<file path="config.mk">
export PLATFORM = sky130hd
export DESIGN_NAME = hfl_mul
export DESIGN_NICKNAME = d
export VERILOG_FILES = /design/src/hfl_pkg.sv /design/src/hfl_mul.sv
export SDC_FILE = /design/constraint.sdc
export NUM_CORES = 2
export LEC_CHECK = 0
export ABC_AREA = 0
export ABC_CLOCK_PERIOD_IN_PS = 7600
export BUFFER_PORTS_ARGS = -buffer_cell sky130_fd_sc_hd__buf_2
export CAP_MARGIN = 20
export CORE_UTILIZATION = 46
export DETAILED_ROUTE_END_ITERATION = 10
export HOLD_SLACK_MARGIN = 0.12
export SYNTH_ARGS = -nofsm -noshare
export SYNTH_HDL_FRONTEND = slang
export SYNTH_SLANG_ARGS = --single-unit
</file>
<file path="constraint.sdc">
create_clock -name clk_i -period 7.6 [get_ports clk_i]
set_input_delay 1.14 -clock clk_i [delete_from_list [all_inputs] [get_ports clk_i]]
set_output_delay 1.14 -clock clk_i [all_outputs]
set_load 0.03 [all_outputs]
</file>
<file path="src/hfl_pkg.sv">
// ----------------------------------------------------------------------------
// hfl_pkg
// Shared types, sizes and codes of the HMM forward likelihood unit.
// ----------------------------------------------------------------------------
`default_nettype none

package hfl_pkg;

  // Model dimensions
  localparam int NUM_STATES  = 8;
  localparam int NUM_STREAMS = 4;
  localparam int NUM_SYMBOLS = 4;

  localparam int STATE_W  = (NUM_STATES > 1) ? $clog2(NUM_STATES) : 1;
  localparam int STREAM_W = (NUM_STREAMS > 1) ? $clog2(NUM_STREAMS) : 1;
  localparam int NUSE_W   = 4;

  localparam int TR_DEPTH = NUM_STATES * NUM_STATES;
  localparam int TR_AW    = $clog2(TR_DEPTH);
  localparam int EM_DEPTH = NUM_STATES * NUM_STREAMS * NUM_SYMBOLS;
  localparam int EM_AW    = $clog2(EM_DEPTH);

  // Arithmetic widths
  localparam int PROB_W  = 17;
  localparam int ALPHA_W = 32;
  localparam int QUOT_W  = 32;
  localparam int PROD_W  = 64;
  localparam int ACC_W   = 48 + STATE_W;
  localparam int SUM_W   = 32 + STATE_W;
  localparam int P_W     = $clog2(SUM_W);
  localparam int L2_W    = 24;
  localparam int MAG_W   = L2_W - 1;

  localparam logic [PROB_W-1:0]  ONE_Q16 = 17'd65536;
  localparam logic [ALPHA_W-1:0] ONE_Q31 = 32'h8000_0000;
  localparam logic [31:0]        LN2_Q32 = 32'd2977044472;
  localparam logic signed [31:0] LL_MIN  = 32'sh8000_0000;
  localparam logic signed [31:0] LL_MAX  = 32'sh7FFF_FFFF;

  // Request kinds
  typedef enum logic [1:0] {
    MODE_TRANS = 2'd0,
    MODE_EMIS  = 2'd1,
    MODE_INIT  = 2'd2,
    MODE_OBS   = 2'd3
  } mode_e;

  // Configuration register indexes
  typedef enum logic [0:0] {
    CFG_SCALING = 1'b0,
    CFG_STATES  = 1'b1
  } cfg_idx_e;

  // Sequencer states
  typedef enum logic [4:0] {
    ST_IDLE,
    ST_EM_RD,
    ST_EM_MUL,
    ST_EM_ACC,
    ST_PI_MUL,
    ST_PI_FIN,
    ST_TR_RD,
    ST_TR_MUL,
    ST_TR_ACC,
    ST_SC_MUL,
    ST_SC_FIN,
    ST_LG_START,
    ST_LG_NORM,
    ST_LG_MUL,
    ST_LG_ACC,
    ST_LN_MUL,
    ST_LN_FIN,
    ST_OUT_PREP,
    ST_OUT_DIV,
    ST_OUT_PUSH
  } fsm_e;

  typedef struct packed {
    mode_e        mode;
    logic [2:0]   row_index;
    logic [2:0]   column_index;
    logic [1:0]   stream_index;
    logic [1:0]   symbol_value;
    logic [16:0]  probability;
    logic [7:0]   obs_symbols;
    logic         first_in_sequence;
    logic         last_in_sequence;
  } in_t;

  typedef struct packed {
    logic [2:0]         state_index;
    logic [31:0]        alpha_value;
    logic               last_alpha;
    logic signed [31:0] log_likelihood;
    logic               likelihood_valid;
    logic               zero_probability;
  } out_t;

  // Shift controls for the alpha cell chain
  typedef struct packed {
    logic prev_shift;
    logic new_shift;
  } cell_ctl_t;

  // Divider request
  typedef struct packed {
    logic               start;
    logic [ALPHA_W-1:0] dividend;
    logic [SUM_W-1:0]   divisor;
  } div_req_t;

endpackage

`default_nettype wire

</file>
<file path="src/hfl_mul.sv">
// ----------------------------------------------------------------------------
// hfl_mul
// Shared 32 x 32 unsigned multiplier with a registered product.
// ----------------------------------------------------------------------------
`default_nettype none

module hfl_mul (
  input  wire logic                         clk_i,
  input  wire logic [31:0]                  a_i,
  input  wire logic [31:0]                  b_i,
  output logic      [hfl_pkg::PROD_W-1:0]   p_o
);

  logic [hfl_pkg::PROD_W-1:0] p_q;

  always_ff @(posedge clk_i) begin
    p_q <= hfl_pkg::PROD_W'(a_i) * hfl_pkg::PROD_W'(b_i);
  end

  assign p_o = p_q;

endmodule

`default_nettype wire

</file>
==> out/qor.yml <==
yosys:
  ys.flop_type: "dfxtp_1"
  yosysWarnings: 0
  syn_avg_cell_area_um2: 9.25
  synth-seq-cells: 64
  yosysSeqAreaShare: 0.0369
  synth_edf_count: 0
  syn-num-nets: 4972
  synthCells: 3748
  ys_types: 57
  async_reset_ff_frac: 0
  synth.cell_area_um2: 34700
cells_and_area:
  stdcell_count: 5056
  largest_register_ffs: 64
  area_delta_synth_final_pct: 18.3
  nNetsFinal: 5303
  drive_above_1_share: 0.188
  layout_common_cells: "838 x inv_1, 838 x fa_1, 568 x and2_1"
status:
  violations: "setup timing"
  status: "complete, but fails checks"
global_route:
  gr-total-overflow: 0
  antenna_found_initial: 2
  grt_pass1_vias: 27900
  grt_max_degree: 24
  grt_pass1_wl_um: 153000
  grtUsageTotal: 0.259
critical_path:
  cp.arrival_ps: 7930
  path_cells: "buf_2 -> buf_12 -> and2_1 -> fa_1 -> inv_1 -> fa_1 -> inv_1 -> fa_1 -> fa_2 -> fa_2 -> fa_1 -> fa_2 -> fa_1 -> ha_4 -> nand2_1 -> or4_4 -> a2bb2oi_2 -> o211a_1 -> a31oi_4 -> buf_6 -> a31o_4 -> a211oi_4 -> buf_4 -> xnor2_2"
  cp_slowest_stage_delay_ps: 610
  crit_buf_inv: 6
  required_ps: 7820
  cp_slowest_cell: "fa_2"
  critical_path_class: "in -> reg"
  critPathTopFamily: "adder cells"
  worstPathMaxFanout: 7
  startpoint: "a_i[5]"
  cp-start-kind: "input port"
  timing.critical_path.mode_cell: "fa_1"
  end_kind: "register"
drt:
  post-route-drc-count: 0
  routed_wl_um: 96800
  vias_per_cell: 5.09
  firstDrtPassIters: 7
  ant_nets: 0
  num_vias: 25700
  routedWlPerCell_um: 19.1
  first_iter_violations: 1373
sta:
  tns_ps: -259
  fin_ws_ps: -113
  rsz0062_at_grt: "true"
  fin_crit_ps: 7710
  slew_headroom: 0.627
  drv_slew: 0
  finalHoldViolCount: 0
  tightest_slew_ps: 555
  min_period_over_period: 1.01
  setup_viol: 4
  max_freq_mhz: 130
floorplanning:
  start_util: 0.465
  fp-row-count: 100
  coreArea_um2: 74600
  dieArea_um2: 76500
  die_h_um: 277
  boundaryPins: 129
  die_w_um: 277
min_path:
  hold_path_class: "in -> reg"
  hold_start: "b_i[0]"
clock_network:
  cts.clk_slew.worst_paths_ps: 60
  root_buffer: "clkbuf_16"
  cts_tree: "yes"
  cts_max_level: 3
  cts_buffer_depth: 2
  holdBufCountCts: 0
  cts_buffers: 9
  cts.sinks: 64
place:
  gp_congestion: 0.906
  hpwl_um: 83400
  portBuffers: 128
  dp.cells: 5005
job:
  cap_violations: 0
==> path summary, 6_finish.rpt <==
| path | end | slack (ps) | cells past startpoint |
|---|---|---|---|
| worst max-delay path | p_o[58]$_DFF_P_ | -110 | 24 |
| worst min-delay path | p_o[0]$_DFF_P_ | 1460 | 3 |
==> cells in the mapped netlist (all sizes together) (3+ instances only) <==
cell type	count	area, um2
a21boi	3	22.5
and4	3	26.3
nand4	23	144
a221o	4	40.0
dfxtp	64	1280
a31oi	12	75.1
or3	3	18.8
xnor2	35	307
a21oi	66	342
nand2	480	1800
o31ai	5	78.8
xor2	25	219
o21a	9	67.6
or4	3	22.5
inv	865	3250
a221oi	4	87.6
a211oi	3	22.5
a21o	40	300
nor3	7	35.0
o221ai	3	26.3
nand3	10	50.1
and2	602	3770
ha	263	3290
or2	3	18.8
nor2	20	75.1
o21bai	11	86.3
fa	896	17900
buf	7	33.8
clkbuf	213	800
o21ai	26	130
and3	14	87.6
==> metrics by stage <==
stage / worst slack [ps] / utilization / hold slack (ps) / cell area [um2]
after CTS: -166 / 0.536 / 1460 / 40000
final: -113 / 0.550 / 1460 / 41000
after global routing: -275 / 0.550 / 1460 / 41000
after detailed placement: -791 / 0.521 / 1580 / 38800
after floorplan: -103 / - / 1270 / 34900
after global placement: -743 / 0.521 / 1570 / 38800
==> kinds of logic after synthesis <==
family                     share of synthesized area
and+or+nand+nor                                0.176
adders and majority gates                      0.612
buffers and inverters                          0.118
AOI/OAI and AO/OA                             0.0415
DFF                                           0.0369
xor gates and xnor gates                      0.0152
muxes                                       0.000289
==> cell type report <==
cell class	count	area (um2)
Fill cell	6873	33500
Multi-Input combinational cell	2599	30200
Timing Repair Buffer	540	4770
Inverter	865	3250
Sequential cell	64	1280
Tap cell	969	1210
Clock buffer	14	284
Clock inverter	2	35.0
Antenna cell	3	7.51
==> repair_timing <==
| action | CTS | global route |
|---|---|---|
| endpoints found under the setup margin | 26 | 25 |
| buffers inserted | 12 | 15 |
| pin swaps | 105 | 122 |
| resized for setup | 184 | 207 |
| gates cloned | 0 | 7 |
==> metal layers <==
| layer | GRT usage | part of all wire | vias to the layer above |
|---|---|---|---|
| met5 | 0 | 0 | - |
| met4 | 0.0678 | 0.030 | 0 |
| met3 | 0.0221 | 0.042 | 124 |
| met2 | 0.477 | 0.53 | 605 |
| met1 | 0.323 | 0.39 | 13500 |
| li1 | - | - | 11500 |
Power is not shown: default switching activity piles up to over one toggle a cycle in this logic, so the estimate is an artifact.
