<file path="config.mk">
export PLATFORM = sky130hd
export DESIGN_NAME = hfl_div
export DESIGN_NICKNAME = d
export VERILOG_FILES = /design/src/hfl_pkg.sv /design/src/hfl_div.sv
export SDC_FILE = /design/constraint.sdc
export NUM_CORES = 1
export LEC_CHECK = 0
export BUFFER_PORTS_ARGS = -buffer_cell sky130_fd_sc_hd__clkbuf_2
export CORE_ASPECT_RATIO = 1.2
export CORE_MARGIN = 2
export CORE_UTILIZATION = 40
export CTS_CLUSTER_SIZE = 8
export DETAILED_ROUTE_END_ITERATION = 10
export PLACE_DENSITY_LB_ADDON = 0.2
export SLEW_MARGIN = 20
export SYNTH_ARGS = -nofsm -noshare
export SYNTH_HDL_FRONTEND = slang
export SYNTH_SLANG_ARGS = --single-unit
</file>
<file path="constraint.sdc">
create_clock -name clk_i -period 9.1 [get_ports clk_i]
set_input_delay 0 -clock clk_i [delete_from_list [all_inputs] [get_ports clk_i]]
set_output_delay 0 -clock clk_i [all_outputs]
set_load 0.05 [all_outputs]
</file>
<file path="src/hfl_pkg.sv">
// ----------------------------------------------------------------------------
// hfl_pkg
// Shared types, sizes and codes of the HMM forward likelihood unit.
// ----------------------------------------------------------------------------
`default_nettype none

package hfl_pkg;

  // Model dimensions
  localparam int NUM_STATES  = 8;
  localparam int NUM_STREAMS = 4;
  localparam int NUM_SYMBOLS = 4;

  localparam int STATE_W  = (NUM_STATES > 1) ? $clog2(NUM_STATES) : 1;
  localparam int STREAM_W = (NUM_STREAMS > 1) ? $clog2(NUM_STREAMS) : 1;
  localparam int NUSE_W   = 4;

  localparam int TR_DEPTH = NUM_STATES * NUM_STATES;
  localparam int TR_AW    = $clog2(TR_DEPTH);
  localparam int EM_DEPTH = NUM_STATES * NUM_STREAMS * NUM_SYMBOLS;
  localparam int EM_AW    = $clog2(EM_DEPTH);

  // Arithmetic widths
  localparam int PROB_W  = 17;
  localparam int ALPHA_W = 32;
  localparam int QUOT_W  = 32;
  localparam int PROD_W  = 64;
  localparam int ACC_W   = 48 + STATE_W;
  localparam int SUM_W   = 32 + STATE_W;
  localparam int P_W     = $clog2(SUM_W);
  localparam int L2_W    = 24;
  localparam int MAG_W   = L2_W - 1;

  localparam logic [PROB_W-1:0]  ONE_Q16 = 17'd65536;
  localparam logic [ALPHA_W-1:0] ONE_Q31 = 32'h8000_0000;
  localparam logic [31:0]        LN2_Q32 = 32'd2977044472;
  localparam logic signed [31:0] LL_MIN  = 32'sh8000_0000;
  localparam logic signed [31:0] LL_MAX  = 32'sh7FFF_FFFF;

  // Request kinds
  typedef enum logic [1:0] {
    MODE_TRANS = 2'd0,
    MODE_EMIS  = 2'd1,
    MODE_INIT  = 2'd2,
    MODE_OBS   = 2'd3
  } mode_e;

  // Configuration register indexes
  typedef enum logic [0:0] {
    CFG_SCALING = 1'b0,
    CFG_STATES  = 1'b1
  } cfg_idx_e;

  // Sequencer states
  typedef enum logic [4:0] {
    ST_IDLE,
    ST_EM_RD,
    ST_EM_MUL,
    ST_EM_ACC,
    ST_PI_MUL,
    ST_PI_FIN,
    ST_TR_RD,
    ST_TR_MUL,
    ST_TR_ACC,
    ST_SC_MUL,
    ST_SC_FIN,
    ST_LG_START,
    ST_LG_NORM,
    ST_LG_MUL,
    ST_LG_ACC,
    ST_LN_MUL,
    ST_LN_FIN,
    ST_OUT_PREP,
    ST_OUT_DIV,
    ST_OUT_PUSH
  } fsm_e;

  typedef struct packed {
    mode_e        mode;
    logic [2:0]   row_index;
    logic [2:0]   column_index;
    logic [1:0]   stream_index;
    logic [1:0]   symbol_value;
    logic [16:0]  probability;
    logic [7:0]   obs_symbols;
    logic         first_in_sequence;
    logic         last_in_sequence;
  } in_t;

  typedef struct packed {
    logic [2:0]         state_index;
    logic [31:0]        alpha_value;
    logic               last_alpha;
    logic signed [31:0] log_likelihood;
    logic               likelihood_valid;
    logic               zero_probability;
  } out_t;

  // Shift controls for the alpha cell chain
  typedef struct packed {
    logic prev_shift;
    logic new_shift;
  } cell_ctl_t;

  // Divider request
  typedef struct packed {
    logic               start;
    logic [ALPHA_W-1:0] dividend;
    logic [SUM_W-1:0]   divisor;
  } div_req_t;

endpackage

`default_nettype wire

</file>
<file path="src/hfl_div.sv">
// ----------------------------------------------------------------------------
// hfl_div
// Bit-serial restoring divider: quotient = (dividend << 31) / divisor,
// one quotient bit per cycle, dividend never above divisor.
// ----------------------------------------------------------------------------
`default_nettype none

module hfl_div (
  input  wire logic                        clk_i,
  input  wire logic                        rst_ni,
  input  wire hfl_pkg::div_req_t           req_i,
  output logic                             done_o,
  output logic      [hfl_pkg::QUOT_W-1:0]  quot_o
);

  localparam int CNT_W = $clog2(hfl_pkg::QUOT_W);

  logic [hfl_pkg::SUM_W:0]    r_q;
  logic [hfl_pkg::SUM_W-1:0]  d_q;
  logic [hfl_pkg::QUOT_W-1:0] q_q;
  logic [CNT_W-1:0]           cnt_q;
  logic                       busy_q;
  logic                       done_q;

  logic [hfl_pkg::SUM_W:0]    r_sh;
  logic [hfl_pkg::SUM_W:0]    r_nx;
  logic                       ge;

  // one restoring step; the first step carries weight 2^31 with no shift
  always_comb begin
    r_sh = (cnt_q == '0) ? r_q : {r_q[hfl_pkg::SUM_W-1:0], 1'b0};
    ge   = r_sh >= {1'b0, d_q};
    r_nx = ge ? (r_sh - {1'b0, d_q}) : r_sh;
  end

  // control
  always_ff @(posedge clk_i or negedge rst_ni) begin
    if (!rst_ni) begin
      busy_q <= 1'b0;
      done_q <= 1'b0;
      cnt_q  <= '0;
    end else begin
      done_q <= busy_q && (cnt_q == CNT_W'(hfl_pkg::QUOT_W - 1));
      if (req_i.start) begin
        busy_q <= 1'b1;
        cnt_q  <= '0;
      end else if (busy_q) begin
        if (cnt_q == CNT_W'(hfl_pkg::QUOT_W - 1)) begin
          busy_q <= 1'b0;
        end
        cnt_q <= cnt_q + 1'b1;
      end
    end
  end

  // datapath
  always_ff @(posedge clk_i) begin
    if (req_i.start) begin
      r_q <= (hfl_pkg::SUM_W + 1)'(req_i.dividend);
      d_q <= req_i.divisor;
    end else if (busy_q) begin
      r_q <= r_nx;
      q_q <= {q_q[hfl_pkg::QUOT_W-2:0], ge};
    end
  end

  assign done_o = done_q;
  assign quot_o = q_q;

endmodule

`default_nettype wire

</file>
==> impl_metrics.sql <==
INSERT INTO impl_metrics (metric_group, metric, value, unit) VALUES
('run_status', 'run_status', 'completed', ''),
('final_layout', 'fraction_of_final_layout_cells_with_drive_strength_greater_than_1', '21.34', '%'),
('yosys', 'synth_commonest_cells', 'edfxtp_1 (99), nand2_1 (61), a21oi_1 (57)', ''),
('timing', 'fmax', '177.2', 'MHz'),
('worst_setup_path', 'crit_type', 'flip-flop to flip-flop', ''),
('cts', 'tritoncts', 'done', ''),
('timing', 'final_hold_viol_count', '0', ''),
('yosys', 'synth_largest_type_area_fraction', '44.98', '%'),
('global_route', 'grt_use_met2', '30.69', '%'),
('place', 'place_worst_setup_slack', '3.428', 'ns'),
('die', 'pin_count', '103', ''),
('final_layout', 'diodes', '0', ''),
('worst_setup_path', 'crit_path_end_kind', 'flip-flop', ''),
('drt', 'finalWirelength', '15290', 'um'),
('global_route', 'grt_antenna_before_repair', '0', ''),
('drt', 'drt_iter0_markers', '299', ''),
('timing', 'worst_slew_pin_slew', '0.8095', 'ns'),
('drt', 'via_per_inst', '5.164', ''),
('drt', 'routed-via-count', '5185', ''),
('worst_setup_path', 'setup_crit_start_kind', 'flip-flop', ''),
('yosys', 'synth_seq_area_share', '48.85', '%'),
('worst_setup_path', 'cp.arrival', '5.75', 'ns'),
('yosys', 'synth-edff-count', '99', ''),
('drt', 'drc_errors', '0', ''),
('worst_setup_path', 'cpPeakStageDelay', '0.59', 'ns'),
('worst_setup_path', 'cp_data_required_time', '9.21', 'ns'),
('global_route', 'first_global_vias', '5099', ''),
('global_route', 'global_route.usage.met1', '23.32', '%'),
('die', 'floorplan.core_area', '16210', 'um2'),
('cts', 'clock_tree_sinks', '110', ''),
('power_and_ir_drop', 'p_leak', '3.489', 'nW'),
('power_and_ir_drop', 'powerDensity', '311.4', 'nW/um2'),
('timing', 'setup_viol_count_final', '0', ''),
('power_and_ir_drop', 'power.ir.vdd_worst', '143.8', 'uV'),
('place', 'globalplace.congestion', '0.9220', ''),
('yosys', 'synth_async_sr_flop_share', '6.364', '%'),
('drt', 'average_routed_wire_per_standard_cell', '15.23', 'um'),
('global_route', 'grt_use_met3', '2.625', '%'),
('yosys', 'synthesis.area_per_instance', '10.47', 'um2'),
('cts', 'insertion_delay_to_the_later_sink_of_the_worst_skew_pair', '0.35', 'ns'),
('timing', 'max_transition_viols_final', '0', ''),
('die', 'die_area', '17570', 'um2'),
('place', 'detailed_place.area', '7298', 'um2'),
('global_route', 'global_route.usage.total', '17.87', '%'),
('cts', 'h-tree-depth', '3', ''),
('timing', 'finalCritPeriodShare', '62.03', '%'),
('global_route', 'grt_max_degree', '63', ''),
('global_route', 'global_route.peak_usage_layer', 'met2', ''),
('yosys', 'synth.distinct_cells', '56', ''),
('cts', 'clock_tree.buffer_depth', '2', ''),
('timing', 'finalWorstSetupSlack', '3.455', 'ns'),
('timing', 'setup_repair_after_global_routing_missed_its_margin', 'false', ''),
('timing', 'final_critical_delay_including_setup_and_external_delays', '5.645', 'ns'),
('power_and_ir_drop', 'p_total', '2.572', 'mW'),
('timing', 'finClkSkew', '0.006581', 'ns'),
('final_layout', 'finish.net_count', '896', ''),
('min_path', 'classification_of_the_worst_slack_hold_path', 'input port to flip-flop', ''),
('worst_setup_path', 'timing.critical_path.cells', 'inv_1 > ha_1 > nor4b_2 > buf_4 > mux2_2 > fa_1 > a21oi_2 > o21ai_1 > a21o_1 > a221o_1 > a2111oi_4 > o21ai_2 > a31oi_4 > inv_2 > a21oi_2 > a21oi_1 > mux2_2', ''),
('final_layout', 'finish.instance_area', '8260', 'um2'),
('yosys', 'postSynthNetCount', '740', ''),
('cts', 'cts_resized', '0', ''),
('yosys', 'synth.largest_area_cell', 'edfxtp_1', ''),
('global_route', 'grt-ovfl-total', '0', ''),
('worst_setup_path', 'crit_path_max_fanout', '44', ''),
('worst_setup_path', 'cp_slowest_cell', 'a31oi_4', ''),
('drt', 'ant_nets', '0', ''),
('worst_setup_path', 'slack_of_the_worst_reg_to_reg_path', '3.46', 'ns'),
('yosys', 'ys_top_cells_by_area', 'edfxtp_1 (45%), ha_1 (7.2%), mux2_2 (6.5%), a21oi_1 (4.3%), nand2_1 (3.5%)', ''),
('place', 'dp.final_hpwl', '11050', 'um'),
('yosys', 'synthesis.yosys.warnings', '0', ''),
('die', 'rows', '51', '');
[registers in the layout (all words and copies together), names as in the netlist]
signal,count
busy_q,1
cnt_q,5
r_q,36
d_q,35
done_o,1
quot_o,32
[metal layers]
layer	up-vias	part of all wire, %
met3	10	3.5
met2	89	50
met5	-	0
li1	2614	-
met4	0	1.1
met1	2472	46
[stage by stage]
stage          hold WS (ns)  utilization (%)  instances
6_report            0.01047            50.97       1004
5_1_grt             0.01117            50.97       1004
4_1_cts            0.004441            50.97       1004
3_5_place_dp        -0.1525            45.03        920
3_3_place_gp        -0.1620            45.03        920
2_1_floorplan       -0.2956                -        631
[worst max-delay path: cells and delay by family (launching register included)]
| kind | cells | cell delay (ns) |
|---|---|---|
| AOI/OAI and AO/OA | 9 | 2.40 |
| buffers and inverters | 3 | 1.07 |
| muxes | 2 | 0.71 |
| adders and majority gates | 2 | 0.57 |
| DFF | 1 | 0.43 |
| and+or+nand+nor | 1 | 0.18 |
[worst paths after layout]
kind	from	endpoint	cells past startpoint
min in group asynchronous	rst_ni	done_o$_DFF_PN0_	3
max	cnt_q[0]$_DFFE_PN0P_	r_q[0]$_DFFE_PP_	17
min	req_i[62]	r_q[27]$_DFFE_PP_	3
max in group asynchronous	rst_ni	cnt_q[0]$_DFFE_PN0P_	4
min reg2reg	quot_o[13]$_DFFE_PP_	quot_o[14]$_DFFE_PP_	0
max reg2reg	cnt_q[0]$_DFFE_PN0P_	r_q[0]$_DFFE_PP_	17
[layout make-up]
| cell class | count | area [um2] |
|---|---|---|
| fillers | 1507 | 7948 |
| flip-flops and latches | 110 | 3228 |
| multi-input cells | 441 | 3069 |
| repair buffers | 175 | 1229 |
| well taps | 212 | 265.3 |
| clock buffers | 10 | 229.0 |
| inverters | 50 | 187.7 |
| clock inverters | 6 | 52.55 |
[kinds of logic after synthesis]
logic type	Yosys count	share of synthesized area (%)
compound gates	171	16.47
fa+ha+maj	39	7.497
mux	43	7.232
buf+inv	80	4.809
simple gates	154	10.64
xor+xnor	34	4.506
flops	110	48.85
[layout by cell type, fill, tap and decap left out, types with 11 or more instances in the layout]
cell	instances
a21o_1	18
a21oi_1	57
clkbuf_2	102
dlygate4sd3_1	68
edfxtp_1	99
ha_1	38
inv_1	48
mux2_2	38
nand2_1	61
nand3_1	22
nand4_1	11
nor2_1	33
o211ai_1	13
o21ai_0	30
o21ai_1	11
xnor2_1	15
xor2_1	19
[timing repair]
action | in CTS | in global routing
setup buffers | 0 | 0
endpoints found under the hold margin | 72 | 0
hold buffers | 68 | 0
[power breakdown]
group	leakage (nW)	switching, mW	internal [mW]
clock network	0.132	0.190	0.191
logic	2.24	0.853	0.595
registers	1.12	0.0543	0.689
Note: power is estimated with default switching activity, not from simulation.
