===== src/hfl_pkg.sv =====
// ----------------------------------------------------------------------------
// hfl_pkg
// Shared types, sizes and codes of the HMM forward likelihood unit.
// ----------------------------------------------------------------------------
`default_nettype none

package hfl_pkg;

  // Model dimensions
  localparam int NUM_STATES  = 8;
  localparam int NUM_STREAMS = 4;
  localparam int NUM_SYMBOLS = 4;

  localparam int STATE_W  = (NUM_STATES > 1) ? $clog2(NUM_STATES) : 1;
  localparam int STREAM_W = (NUM_STREAMS > 1) ? $clog2(NUM_STREAMS) : 1;
  localparam int NUSE_W   = 4;

  localparam int TR_DEPTH = NUM_STATES * NUM_STATES;
  localparam int TR_AW    = $clog2(TR_DEPTH);
  localparam int EM_DEPTH = NUM_STATES * NUM_STREAMS * NUM_SYMBOLS;
  localparam int EM_AW    = $clog2(EM_DEPTH);

  // Arithmetic widths
  localparam int PROB_W  = 17;
  localparam int ALPHA_W = 32;
  localparam int QUOT_W  = 32;
  localparam int PROD_W  = 64;
  localparam int ACC_W   = 48 + STATE_W;
  localparam int SUM_W   = 32 + STATE_W;
  localparam int P_W     = $clog2(SUM_W);
  localparam int L2_W    = 24;
  localparam int MAG_W   = L2_W - 1;

  localparam logic [PROB_W-1:0]  ONE_Q16 = 17'd65536;
  localparam logic [ALPHA_W-1:0] ONE_Q31 = 32'h8000_0000;
  localparam logic [31:0]        LN2_Q32 = 32'd2977044472;
  localparam logic signed [31:0] LL_MIN  = 32'sh8000_0000;
  localparam logic signed [31:0] LL_MAX  = 32'sh7FFF_FFFF;

  // Request kinds
  typedef enum logic [1:0] {
    MODE_TRANS = 2'd0,
    MODE_EMIS  = 2'd1,
    MODE_INIT  = 2'd2,
    MODE_OBS   = 2'd3
  } mode_e;

  // Configuration register indexes
  typedef enum logic [0:0] {
    CFG_SCALING = 1'b0,
    CFG_STATES  = 1'b1
  } cfg_idx_e;

  // Sequencer states
  typedef enum logic [4:0] {
    ST_IDLE,
    ST_EM_RD,
    ST_EM_MUL,
    ST_EM_ACC,
    ST_PI_MUL,
    ST_PI_FIN,
    ST_TR_RD,
    ST_TR_MUL,
    ST_TR_ACC,
    ST_SC_MUL,
    ST_SC_FIN,
    ST_LG_START,
    ST_LG_NORM,
    ST_LG_MUL,
    ST_LG_ACC,
    ST_LN_MUL,
    ST_LN_FIN,
    ST_OUT_PREP,
    ST_OUT_DIV,
    ST_OUT_PUSH
  } fsm_e;

  typedef struct packed {
    mode_e        mode;
    logic [2:0]   row_index;
    logic [2:0]   column_index;
    logic [1:0]   stream_index;
    logic [1:0]   symbol_value;
    logic [16:0]  probability;
    logic [7:0]   obs_symbols;
    logic         first_in_sequence;
    logic         last_in_sequence;
  } in_t;

  typedef struct packed {
    logic [2:0]         state_index;
    logic [31:0]        alpha_value;
    logic               last_alpha;
    logic signed [31:0] log_likelihood;
    logic               likelihood_valid;
    logic               zero_probability;
  } out_t;

  // Shift controls for the alpha cell chain
  typedef struct packed {
    logic prev_shift;
    logic new_shift;
  } cell_ctl_t;

  // Divider request
  typedef struct packed {
    logic               start;
    logic [ALPHA_W-1:0] dividend;
    logic [SUM_W-1:0]   divisor;
  } div_req_t;

endpackage

`default_nettype wire


===== src/hfl_cell.sv =====
// ----------------------------------------------------------------------------
// hfl_cell
// One alpha cell: holds the previous and the new alpha of one state slot
// and passes both on to its neighbour when told to shift.
// ----------------------------------------------------------------------------
`default_nettype none

module hfl_cell (
  input  wire logic                          clk_i,
  input  wire logic                          rst_ni,
  input  wire hfl_pkg::cell_ctl_t            ctl_i,
  input  wire logic [hfl_pkg::ALPHA_W-1:0]   prev_i,
  input  wire logic [hfl_pkg::ALPHA_W-1:0]   new_i,
  output logic      [hfl_pkg::ALPHA_W-1:0]   prev_o,
  output logic      [hfl_pkg::ALPHA_W-1:0]   new_o
);

  logic [hfl_pkg::ALPHA_W-1:0] prev_q;
  logic [hfl_pkg::ALPHA_W-1:0] new_q;

  // previous row, cleared by reset
  always_ff @(posedge clk_i or negedge rst_ni) begin
    if (!rst_ni) begin
      prev_q <= '0;
    end else if (ctl_i.prev_shift) begin
      prev_q <= prev_i;
    end
  end

  // row under construction
  always_ff @(posedge clk_i) begin
    if (ctl_i.new_shift) begin
      new_q <= new_i;
    end
  end

  assign prev_o = prev_q;
  assign new_o  = new_q;

endmodule

`default_nettype wire


===== config.mk =====
export PLATFORM = sky130hd
export DESIGN_NAME = hfl_cell
export DESIGN_NICKNAME = d
export VERILOG_FILES = /design/src/hfl_pkg.sv /design/src/hfl_cell.sv
export SDC_FILE = /design/constraint.sdc
export NUM_CORES = 1
export LEC_CHECK = 0
export ABC_AREA = 1
export ABC_CLOCK_PERIOD_IN_PS = 1500
export BUFFER_PORTS_ARGS = -buffer_cell sky130_fd_sc_hd__buf_2
export CAP_MARGIN = 20
export CORE_MARGIN = 1
export CORE_UTILIZATION = 46
export CTS_CLUSTER_SIZE = 8
export DETAILED_ROUTE_END_ITERATION = 8
export GPL_ROUTABILITY_DRIVEN = 0
export PLACE_DENSITY = 0.91
export SYNTH_ARGS = -nofsm -noshare
export SYNTH_HDL_FRONTEND = slang
export SYNTH_SLANG_ARGS = --single-unit

===== constraint.sdc =====
create_clock -name clk_i -period 1.5 [get_ports clk_i]
set_input_delay 0.15 -clock clk_i [delete_from_list [all_inputs] [get_ports clk_i]]
set_output_delay 0.15 -clock clk_i [all_outputs]
set_load 0.05 [all_outputs]

==> results.txt, run 1 <==
* CTS root buffer: sky130_fd_sc_hd__clkbuf_8
- In this run, placement finished with an instance count of 360.
* GRT Overall Usage: 21.10%
* Maximum number of pins on one net before global-route repair: 33
- Via count: 1834
- Data on the critical path is required at its endpoint by 1.35 ns.
- The finished cells cover 0.003405 mm2.
- Setup repair after global routing left no endpoint under its margin.
- STA classifies the critical path startpoint as a register.
- Static Leakage: roughly 1.8 nW
* Synth warnings: 0
* Cell area power density: about 1300 mW/mm2
* Flip-flop and latch count after synthesis: 64
* Syn nets: 236
* TritonCTS clock tree: built
- Worst hold margin: 0.02057 ns
- Overall power consumption: about 4.5 mW
* Top Family by Delay on Critical Path: flip-flops
- CTS Buffer Depth: 2
- Cell count after synthesis: 168
- The first global-routing pass estimated 8024 um of wire.
- sky130_fd_sc_hd__edfxtp_1 takes more of the synthesized area than any other cell.
- Routed Wire Length: 5457 um
- For this run, design rule violations remaining after detail routing come to 0.
* Total of buffers placed on input and output ports: 131
- Post-CTS clock slew at the launch and capture registers of the worst setup and hold paths: 0.07 ns
- Total number of clock tree sinks: 64
- In this run the number of H-tree levels came out at 3.
* Final cell utilization of the core: 72.08%
* Antenna diode count: 0
- Final standard cell count with taps included and fillers excluded: 406
- Actual transition at the worst max-transition pin: 0.6923 ns
* Number of search-and-repair iterations in the first detailed-routing pass: 4
- Final Max Slew Viols: 0
- Summing all placed instances gives a cell area of just under 0.003 mm2.
- Dividing the detail-routed via count by the number of cells gives 4.517.
* Width of the die: 71.99 um
- The number of clock buffers added by TritonCTS is 9.
- The critical path goes through buf_2.
* Endpoint kind of the worst setup timing path: output pin
- Distinct cell type count after synthesis: 8
- Outcome: completed
- Number of hold violations in the final report: 0
- After the first detailed-routing iteration, the DRC count stood at 94.
- Type of the worst min-delay path: input pin to register
* Worst slack after detailed placement: 0.4530 ns
- The cell area that synthesis handed to floorplanning was 0.002253 mm2.
- Across the run, the number of max-cap violations was 0.
* Initial antenna violation count: 0
* Part of the Yosys area used for sequential elements: 78.18%
- Post-route worst setup slack: 0.3872 ns
- The die covers ~0.0052 mm2.
- After floorplanning, the core was sized to cover 0.004723 mm2.
- Clock skew: 0 ns
- DPL Wire Length: 3284 um
- Top area cells in the synthesized netlist: sky130_fd_sc_hd__edfxtp_1 43%, sky130_fd_sc_hd__dfrtp_1 36%, sky130_fd_sc_hd__nand2_1 14%, sky130_fd_sc_hd__nand2_2 2.8%, sky130_fd_sc_hd__clkbuf_8 1.8%
- Share of the synthesized area in the top cell type: 42.64%
* Standard-cell rows: 25
- Global route overflow: 0
- Fill cell instance count of the final layout: 315
- The number of global-route vias before repair is 1751.
* Number of setup buffers added after CTS: 0
- Maximum vdd ir drop: 0.8151 mV
- Net count, final: 402
- Post-CTS repair changed the size of 0 cells.
- Layout cells sized above 1: 46.31%
* Mean instance size in the synthesized netlist: 13.41 um2
- Signal arrival time at the worst endpoint: between 0.9 and 1 ns
- Setup violations remaining at the end of the flow were counted as 0.
- Along the worst path, the maximum fanout reaches 2.
- Critical-path top delay cell: sky130_fd_sc_hd__dfrtp_1
- The die is 71.99 um tall.
* Sum Neg Setup Slack: 0 ns
- Count of buffer and inverter cells on the critical path: 1
* Residual antenna-violating net count after detailed routing: 0
* Path type of the worst setup path: register to output pin
- Skew-Pair Late Insertion Delay: roughly 0.31 ns
- Initial core utilization: 47.71%
* Top-level I/O count: ~130
- Layout area overhead: 51.08%
- Post-route fraction of the period consumed by the critical path: 74.19%
- Max transition margin: 53.85%
* Final critical path time including I/O delays and setup: 1.113 ns
- Highest Clock Rate: 898.6 MHz
- Drt wl/cell: 13.44 um
- Biggest cell delay along the critical path: 0.37 ns
synthesized netlist by cell type (all sizes together):
cell type and number:
nand2 96, dfrtp 32, edfxtp 32, buf 4, clkbuf 3, inv 1
cells in the final DEF (no fill, tap or decap), types with 2 or more instances in the layout:
master	count
sky130_fd_sc_hd__clkbuf_1	2
sky130_fd_sc_hd__nand2_1	86
sky130_fd_sc_hd__dlygate4sd3_1	30
sky130_fd_sc_hd__clkbuf_8	11
sky130_fd_sc_hd__clkinv_2	2
sky130_fd_sc_hd__nand2_2	10
sky130_fd_sc_hd__buf_2	131
sky130_fd_sc_hd__edfxtp_1	32
sky130_fd_sc_hd__dfrtp_1	32
state kept, by name (all words and copies together) (netlist names):
name    flops
prev_o     32
new_o      32
timing repair:
item	4_1_cts	5_1_grt
hold buffers	26	4
endpoints found under the setup margin	0	0
endpoints found under the hold margin	57	4
worst paths after layout:
check	from	to	slack, ns	cells past startpoint
min in group asynchronous	rst_ni	prev_o[23]	0.41	2
min	new_i[0]	new_o[0]	0.02	1
max in group asynchronous	rst_ni	prev_o[2]	0.65	2
min reg2reg	prev_o[21]	prev_o[21]	0.47	2
max	prev_o[5]	prev_o[5]	0.39	1
max reg2reg	prev_o[30]	prev_o[30]	0.88	2
cell type report:
cell class	instances	area, um2	share of cell area [%]
clock buffer	13	158.9	4.667
clock inverter	3	40.04	1.176
inverter	1	11.26	0.3308
multi-input combinational	96	385.4	11.32
sequential	64	1762	51.75
tap	67	83.83	2.462
timing repair buffer	162	963.4	28.30
layer usage:
layer  share of wire, %  vias up  global-route usage (%)  wire length [um]
met2                 49      108                   35.22              2664
met1                 41      848                   25.19              2237
met4                1.5        0                   10.46                80
met5                  0        -                       0                 0
met3                8.7       10                   6.111               475
li1                   -      868                       -                 -
logic make-up after synthesis:
kind of cell  synth area share (%)
buf+inv                      4.720
simple gates                 17.10
flops                        78.18
where the power goes:
part | internal, mW | total (mW) | switching [mW]
clock | 0.854 | 1.45 | 0.598
sequential | 2.00 | 2.07 | 0.0647
combinational | 0.249 | 0.966 | 0.717
total | 3.11 | 4.49 | 1.38
Note: power is estimated with default switching activity, not from simulation.
==> run 2: changes to the inputs <==
ABC_CLOCK_PERIOD_IN_PS = 1000   (was 1500)
CORE_UTILIZATION = 39   (was 46)
PLACE_DENSITY = 0.83   (was 0.91)
clock period = 1 ns   (was 1.5 ns; I/O delays follow)
==> run 2 against run 1 <==
  * The flow now finishes with violations (setup timing)
  * Global-route usage rose by 4.5 points
  * Final cell count rose by 15%
  * Sequential cell count did not move
  * Combinational power rose by 110%
  * Worst hold slack improved by 0.19 ns
  * Clock skew did not move
  * Utilization rose by 6.4 points
  * Non-clock buffer count rose by 57
  * Setup slack got worse by 0.44 ns
  * Critical path depth did not move
  * Die area rose by 17%
  * Critical path type unchanged
  * Highest routed layer unchanged
==> results.txt, run 2 (synthesis results as in run 1) <==
- In this run the register-to-register setup slack is 0.14 ns.
- The final reports fail on setup timing.
* Clock skew: 0 ns
* DPL Wire Length: 3473 um
- Across the run, the number of max-cap violations was 0.
- Startpoint kind of the worst setup timing path: register
- Fill cells in the final layout number 299.
- Top Family by Delay on Critical Path: flip-flops
* CTS root buffer: sky130_fd_sc_hd__clkbuf_8
- Start of the worst register-to-register path: prev_o[10]
* Highest Clock Rate: 950.6 MHz
- Signal arrival time at the worst endpoint: 0.95 ns
- Of the cells placed in the final design, the portion with a size suffix greater than 1 is 45.45%.
- For this design the static power due to leakage is 2.136 nW.
- CTS built an H-tree with a depth of 3.
- In the layout the commonest cells are 86 x sky130_fd_sc_hd__nand2_1, 67 x sky130_fd_sc_hd__buf_2, 65 x sky130_fd_sc_hd__dlygate4sd3_1.
- The number of buffers and inverters on the critical path is 1.
- Net switching share of the total power: 31.41%
- Biggest cell delay along the critical path: 0.44 ns
- Excluding fillers, the count of instances in the completed layout stands at between 400 and 500.
- Final Max Slew Viols: 0
- Maximum vdd ir drop: 0.9106 mV
* Number of global-route vias before repair: 2182
- The final layout contains routed wiring with a total length of 7846 um.
* Number of search-and-repair iterations in the first detailed-routing pass: 4
* Sw Pwr: 2.310 mW
- Setup violations remaining at the end of the flow were counted as 21.
* Total number of clock tree sinks: 64
- CP Data Required Time: 0.90 ns
- The worst setup path is captured at an output pin.
* Proportion of power drawn by flip-flops and latches: 43.0%
* TritonCTS clock tree: built
- Post-DP Area: 0.002959 mm2
* Worst slack after detailed placement: 0.2630 ns
- The most critical setup path has its startpoint at new_o[9].
- The number of hold violations in the final report came to 0.
* Type of the worst min-delay path: input pin to asynchronous set/reset pin
- Floorplan die area: roughly 0.0061 mm2
- Max transition margin: 79.75%
- Dividing the detail-routed wire length by the instance count gives 16.76 um.
- Actual transition at the worst max-transition pin: 0.3037 ns
- Global route overflow: 0
- Post-route fraction of the period consumed by the critical path: 105.2%
* Vertical die dimension: 78.02 um
* Total of buffers placed on input and output ports: 131
- In this run the count of I/O pins placed on the die edge is 132.
- The repair_antennas step left the layout with diodes totalling 0.
- In this run the number of cells on the critical path is 1.
- Entering global routing, the biggest net connects 33 pins.
- Cells on worst reg2reg path: 4
* Net count, final: roughly 460
- Leaving out fill and tap cells, the most frequent cell in the layout is sky130_fd_sc_hd__nand2_1.
- After detailed routing, the number of remaining DRC violations is 0.
- Wire length of the first global-routing pass: around 11000 um
- Proportion of power drawn by the clock network: 29.8%
- GRT Overall Usage: 25.56%
- Num CTS Buffers: 9
* Initial antenna violation count: 0
- The final route contains roughly 2200 vias.
* Width of the die: 78.02 um
* Number of DRC markers after the initial detailed-route iteration: 185
* Skew-Pair Late Insertion Delay: 0.32 ns
- Critical-path top delay cell: sky130_fd_sc_hd__edfxtp_1
- Once the floorplan was initialized, standard cells occupied 40.67% of the core.
* Cells along the critical path: buf_6
- After detailed routing, the number of vias per cell comes to 4.598.
- Layout area overhead: 93.06%
* Post-route worst setup slack: -0.05201 ns
* Outcome: complete, but fails checks
- Combinational logic burns 27.1% of the power.
- The worst register-to-register path ends at prev_o[10].
- Residual antenna-violating net count after detailed routing: 0
- Total placed cells including tap cells: 368
- Design internal power: just over 5 mW
- The finished cells cover 0.004350 mm2.
- Final critical path time including I/O delays and setup: 1.052 ns
- Of all nets on the critical path, the largest fanout is 1.
- The floorplan has 27 rows.
- CTS Buffer Depth: 2
* Setup repair after global routing missed its margin: true
- Final hold analysis gives a worst-case slack of 0.2072 ns.
- The critical path ends at new_o[9].
- Post-CTS clock slew at the launch and capture registers of the worst setup and hold paths: ~0.080 ns
* Final cell utilization of the core: between 70% and 80%
- The floorplan step defined a core boundary enclosing 0.005540 mm2.
- In this run the power density over the cells is between 1500 and 2000 mW/mm2.
- The worst setup path is of the register to output pin kind.
run 2: worst min-delay path by stage:
| stage | depth (start not counted) | end | startpoint | slack [ns] |
|---|---|---|---|---|
| floorplan | 0 | prev_o[0] | rst_ni | -0.20 |
| global placement | 1 | prev_o[2] | rst_ni | -0.006 |
| detailed placement | 1 | prev_o[2] | rst_ni | 0.01 |
| CTS | 2 | prev_o[4] | rst_ni | 0.17 |
| global route | 2 | prev_o[10] | rst_ni | 0.20 |
| finish | 2 | prev_o[10] | rst_ni | 0.21 |
run 2: worst reg2reg max path: cells and delay by family, from the launching register on:
kind	cells	cell delay (ns)
flops	1	0.39
buf+inv	2	0.27
simple gates	2	0.10
run 2: layout make-up:
| class | instances | area (um2) | area share (%) |
|---|---|---|---|
| timing repair buffer | 219 | 1904 | 43.77 |
| sequential | 64 | 1762 | 40.49 |
| multi-input combinational | 96 | 385.4 | 8.858 |
| clock buffer | 11 | 141.4 | 3.250 |
| tap | 72 | 90.09 | 2.071 |
| clock inverter | 5 | 56.30 | 1.294 |
| inverter | 1 | 11.26 | 0.2588 |
run 2: power by group through the flow:
stage                     clock (mW)  sequential (mW)  combinational [mW]
final                           2.19             3.17                2.00
after global routing            2.39             3.18                2.08
after CTS                       2.21             3.14                1.85
after detailed placement           0             3.14                1.38
after global placement             0             3.14                1.36
after floorplan                    0             3.93               0.175
run 2: through the flow:
step	setup TNS [ns]	power, mW
floorplan	0	4.106
global placement	0	4.493
detailed placement	0	4.525
CTS	-0.1866	7.201
global route	-1.973	7.645
finish	-0.3498	7.355
run 2: per-layer routing:
layer | part of all wire [%] | wire [um] | global-route usage [%] | vias to the layer above
li1 | - | - | - | 983
met1 | 38 | 2970 | 26.94 | 1014
met2 | 52 | 4044 | 46.64 | 135
met3 | 7.8 | 612 | 8.488 | 20
met4 | 2.8 | 218 | 10.56 | 0
met5 | 0 | 0 | 0 | -
run 2: timing repair:
item / 4_1_cts / 5_1_grt
endpoints found under the setup margin: 64 / 64
buffers inserted: 6 / 13
resized for setup: 116 / 12
hold buffers: 65 / 0
hold endpoints to repair: 96 / 0
==> run 3: changes to the inputs <==
SETUP_SLACK_MARGIN = 0.3   (was not set)
==> run 3 against run 2 <==
  * The run still ends with setup timing left
  * Fmax down 2.5%
  * Sequential cell count is the same
  * Power down 2.3%
  * Global-route usage up 4.5 points
  * Worst hold slack worse by 0.13 ns
  * Routed wire length is 12% higher
  * Final cell count decreased by 1.1%
  * Sequential power about the same
  * Utilization is 1.8 points higher
  * First-iteration DRC count down 23%
  * Via count rose by 2.5%
  * Critical path type unchanged
  * Largest cell class unchanged
  * Largest power group unchanged
==> results.txt, run 3 (synthesis results as in run 1) <==
- At the pin with the least slew margin, the transition time is around 0.27 ns.
- Commonest non-fill, non-tap cell in the layout: sky130_fd_sc_hd__buf_6
* Floorplan die area: between 0.006 and 0.007 mm2
- Final standard cell count with taps included and fillers excluded: approximately 460
- Largest fanout of any net on the critical path: 1
* Outcome: complete, but fails checks
- DR DRC count: 0
- Post-route worst setup slack: -0.07935 ns
* Top Family by Delay on Critical Path: flip-flops
* End of the worst register-to-register path: prev_o[11]
- Layout area overhead: 97.50%
- In this run, placement finished with an instance count of approximately 370.
- The initial utilization of the core area, before any placement, comes to 40.67%.
- The worst setup path is captured at an output pin.
- The region available for standard cell placement spans 0.005540 mm2.
* CTS root buffer: sky130_fd_sc_hd__clkbuf_8
* Antenna diode count: 0
- Final cell utilization of the core: 80.33%
- On the final layout, the worst clock skew is 0 ns.
* Number of DRC markers after the initial detailed-route iteration: 143
- The total overflow left after global routing is 0.
- Once layout is done, the placed cells without fillers occupy 0.004451 mm2.
- On the critical path, the stage with the largest delay is an instance of sky130_fd_sc_hd__edfxtp_1.
- Number of hold violations in the final report: 0
- Maximum number of pins on one net before global-route repair: 33
- Worst slack after detailed placement: 0.2455 ns
* Cells on worst reg2reg path: 3
- The floorplan has 27 rows.
* Hold path depth: 3
- Routed Wire Length: 8819 um
- The first global-routing pass estimated 12890 um of wire.
- Static Leakage: 2.177 nW
- Final Max Slew Viols: 0
- For the worst-skew pair, the clock arrives at the later sink with an insertion delay of 0.32 ns.
- Start of the worst register-to-register path: prev_o[11]
- Startpoint of the lowest-slack hold path: ctl_i[1]
* Top-level I/O count: about 130
* Post-route fraction of the period consumed by the critical path: 107.9%
* Fill cell instance count of the final layout: 277
- Type of the worst min-delay path: input pin to register
- In the final routed layout, each cell accounts on average for between 15 and 20 um.
- Final setup viols: 49
- The count of buffers added on input and output ports is 131.
- Initial antenna violation count: 0
- Violated checks: setup timing
- Counting both buffers and inverters, the worst setup path holds a total of 1.
- Total number of clock tree sinks: between 60 and 70
* Net count, final: 454
- Setup repair after global routing missed its margin: true
- Of the cells placed in the final design, the portion with a size suffix greater than 1 is 56.52%.
- Via count: 2205
- FF/Latch Area: 0.001802 mm2
- TritonCTS created 9 clock buffers.
- Using the TritonRoute via totals, the vias-per-cell ratio works out to 4.762.
- Max transition margin: 81.98%
- Static timing analysis puts the maximum clock frequency at roughly 900 MHz.
- Biggest cell delay along the critical path: approximately 0.45 ns
- In this run the number of cells on the critical path is 1.
- Top library cells by usage in the layout, fill and taps aside: 73 x sky130_fd_sc_hd__buf_6, 72 x sky130_fd_sc_hd__nand2_1, 66 x sky130_fd_sc_hd__buf_2
- For the worst setup path, the data required time is 0.90 ns.
- Signal arrival time at the worst endpoint: 0.98 ns
- Walking the worst path, the cells encountered are buf_6.
- Maximum vdd ir drop: a little under 0.9 mV
- DPL Wire Length: roughly 3800 um
* TritonCTS clock tree: built
* Final critical path time including I/O delays and setup: 1.079 ns
- Number of violations of the max-capacitance limit: 0
- The worst register-to-register path has a setup slack of 0.22 ns.
- H-tree lvl count: 3
- The tightest hold path in the finished design has a slack of ~0.073 ns.
* Number of global-route vias before repair: around 2300
- CTS Buffer Depth: 2
- The design draws 7.183 mW.
- Width of the die: 78.02 um
* Vertical die dimension: 78.02 um
- Across every metal layer, demand over resource in global routing totals 30.05%.
- In the final layout, the multi-input gates occupy ~450 um2.
* Path type of the worst setup path: register to output pin
- Number of search-and-repair iterations in the first detailed-routing pass: 4
- Cell area power density: 1614 mW/mm2
- Once detail routing completed, the nets flagged for antenna violations numbered 0.
* Sum Neg Setup Slack: -0.7825 ns
- Hold-critical path endpoint: prev_o[6]
* Post-DP Area: 0.002999 mm2
- Startpoint kind of the worst setup timing path: register
* Post-CTS clock slew at the launch and capture registers of the worst setup and hold paths: 0.08 ns
==> run 3: area by class of cell <==
class	instances	share of cell area, %
multi-input combinational	96	10.01
clock buffer	10	2.868
tap	72	2.024
timing repair buffer	214	43.55
clock inverter	6	0.8153
sequential	64	40.48
inverter	1	0.2530
==> run 3: power by group <==
part / internal, mW / switching (mW)
logic: 0.849 / 1.21
registers: 3.03 / 0.176
clock network: 0.887 / 1.03
==> run 3: worst max path at each step <==
stage                   start   endpoint  slack (ns)
floorplan           prev_o[0]  prev_o[0]        0.26
global placement     ctl_i[1]  prev_o[1]        0.27
detailed placement   ctl_i[1]  prev_o[0]        0.25
CTS                  new_o[5]   new_o[5]       -0.03
global route        new_o[11]  new_o[11]       -0.09
finish              new_o[11]  new_o[11]       -0.08
==> run 3: per-layer routing <==
metal	vias up	routed length, um	GRT usage, %	share of wire, %
met5	-	0	0	0
met4	0	265	14.07	3.0
met3	26	753	7.558	8.5
met2	148	4508	52.30	51
met1	1061	3291	34.89	37
li1	970	-	-	-
==> run 3: timing repair <==
item                                   in CTS  in global routing
pin swaps                                   0                  4
endpoints found under the hold margin      96                  0
hold buffers                               65                  0
gates resized for setup                   130                 39
setup endpoints to repair                  64                105
setup buffers                               9                  5
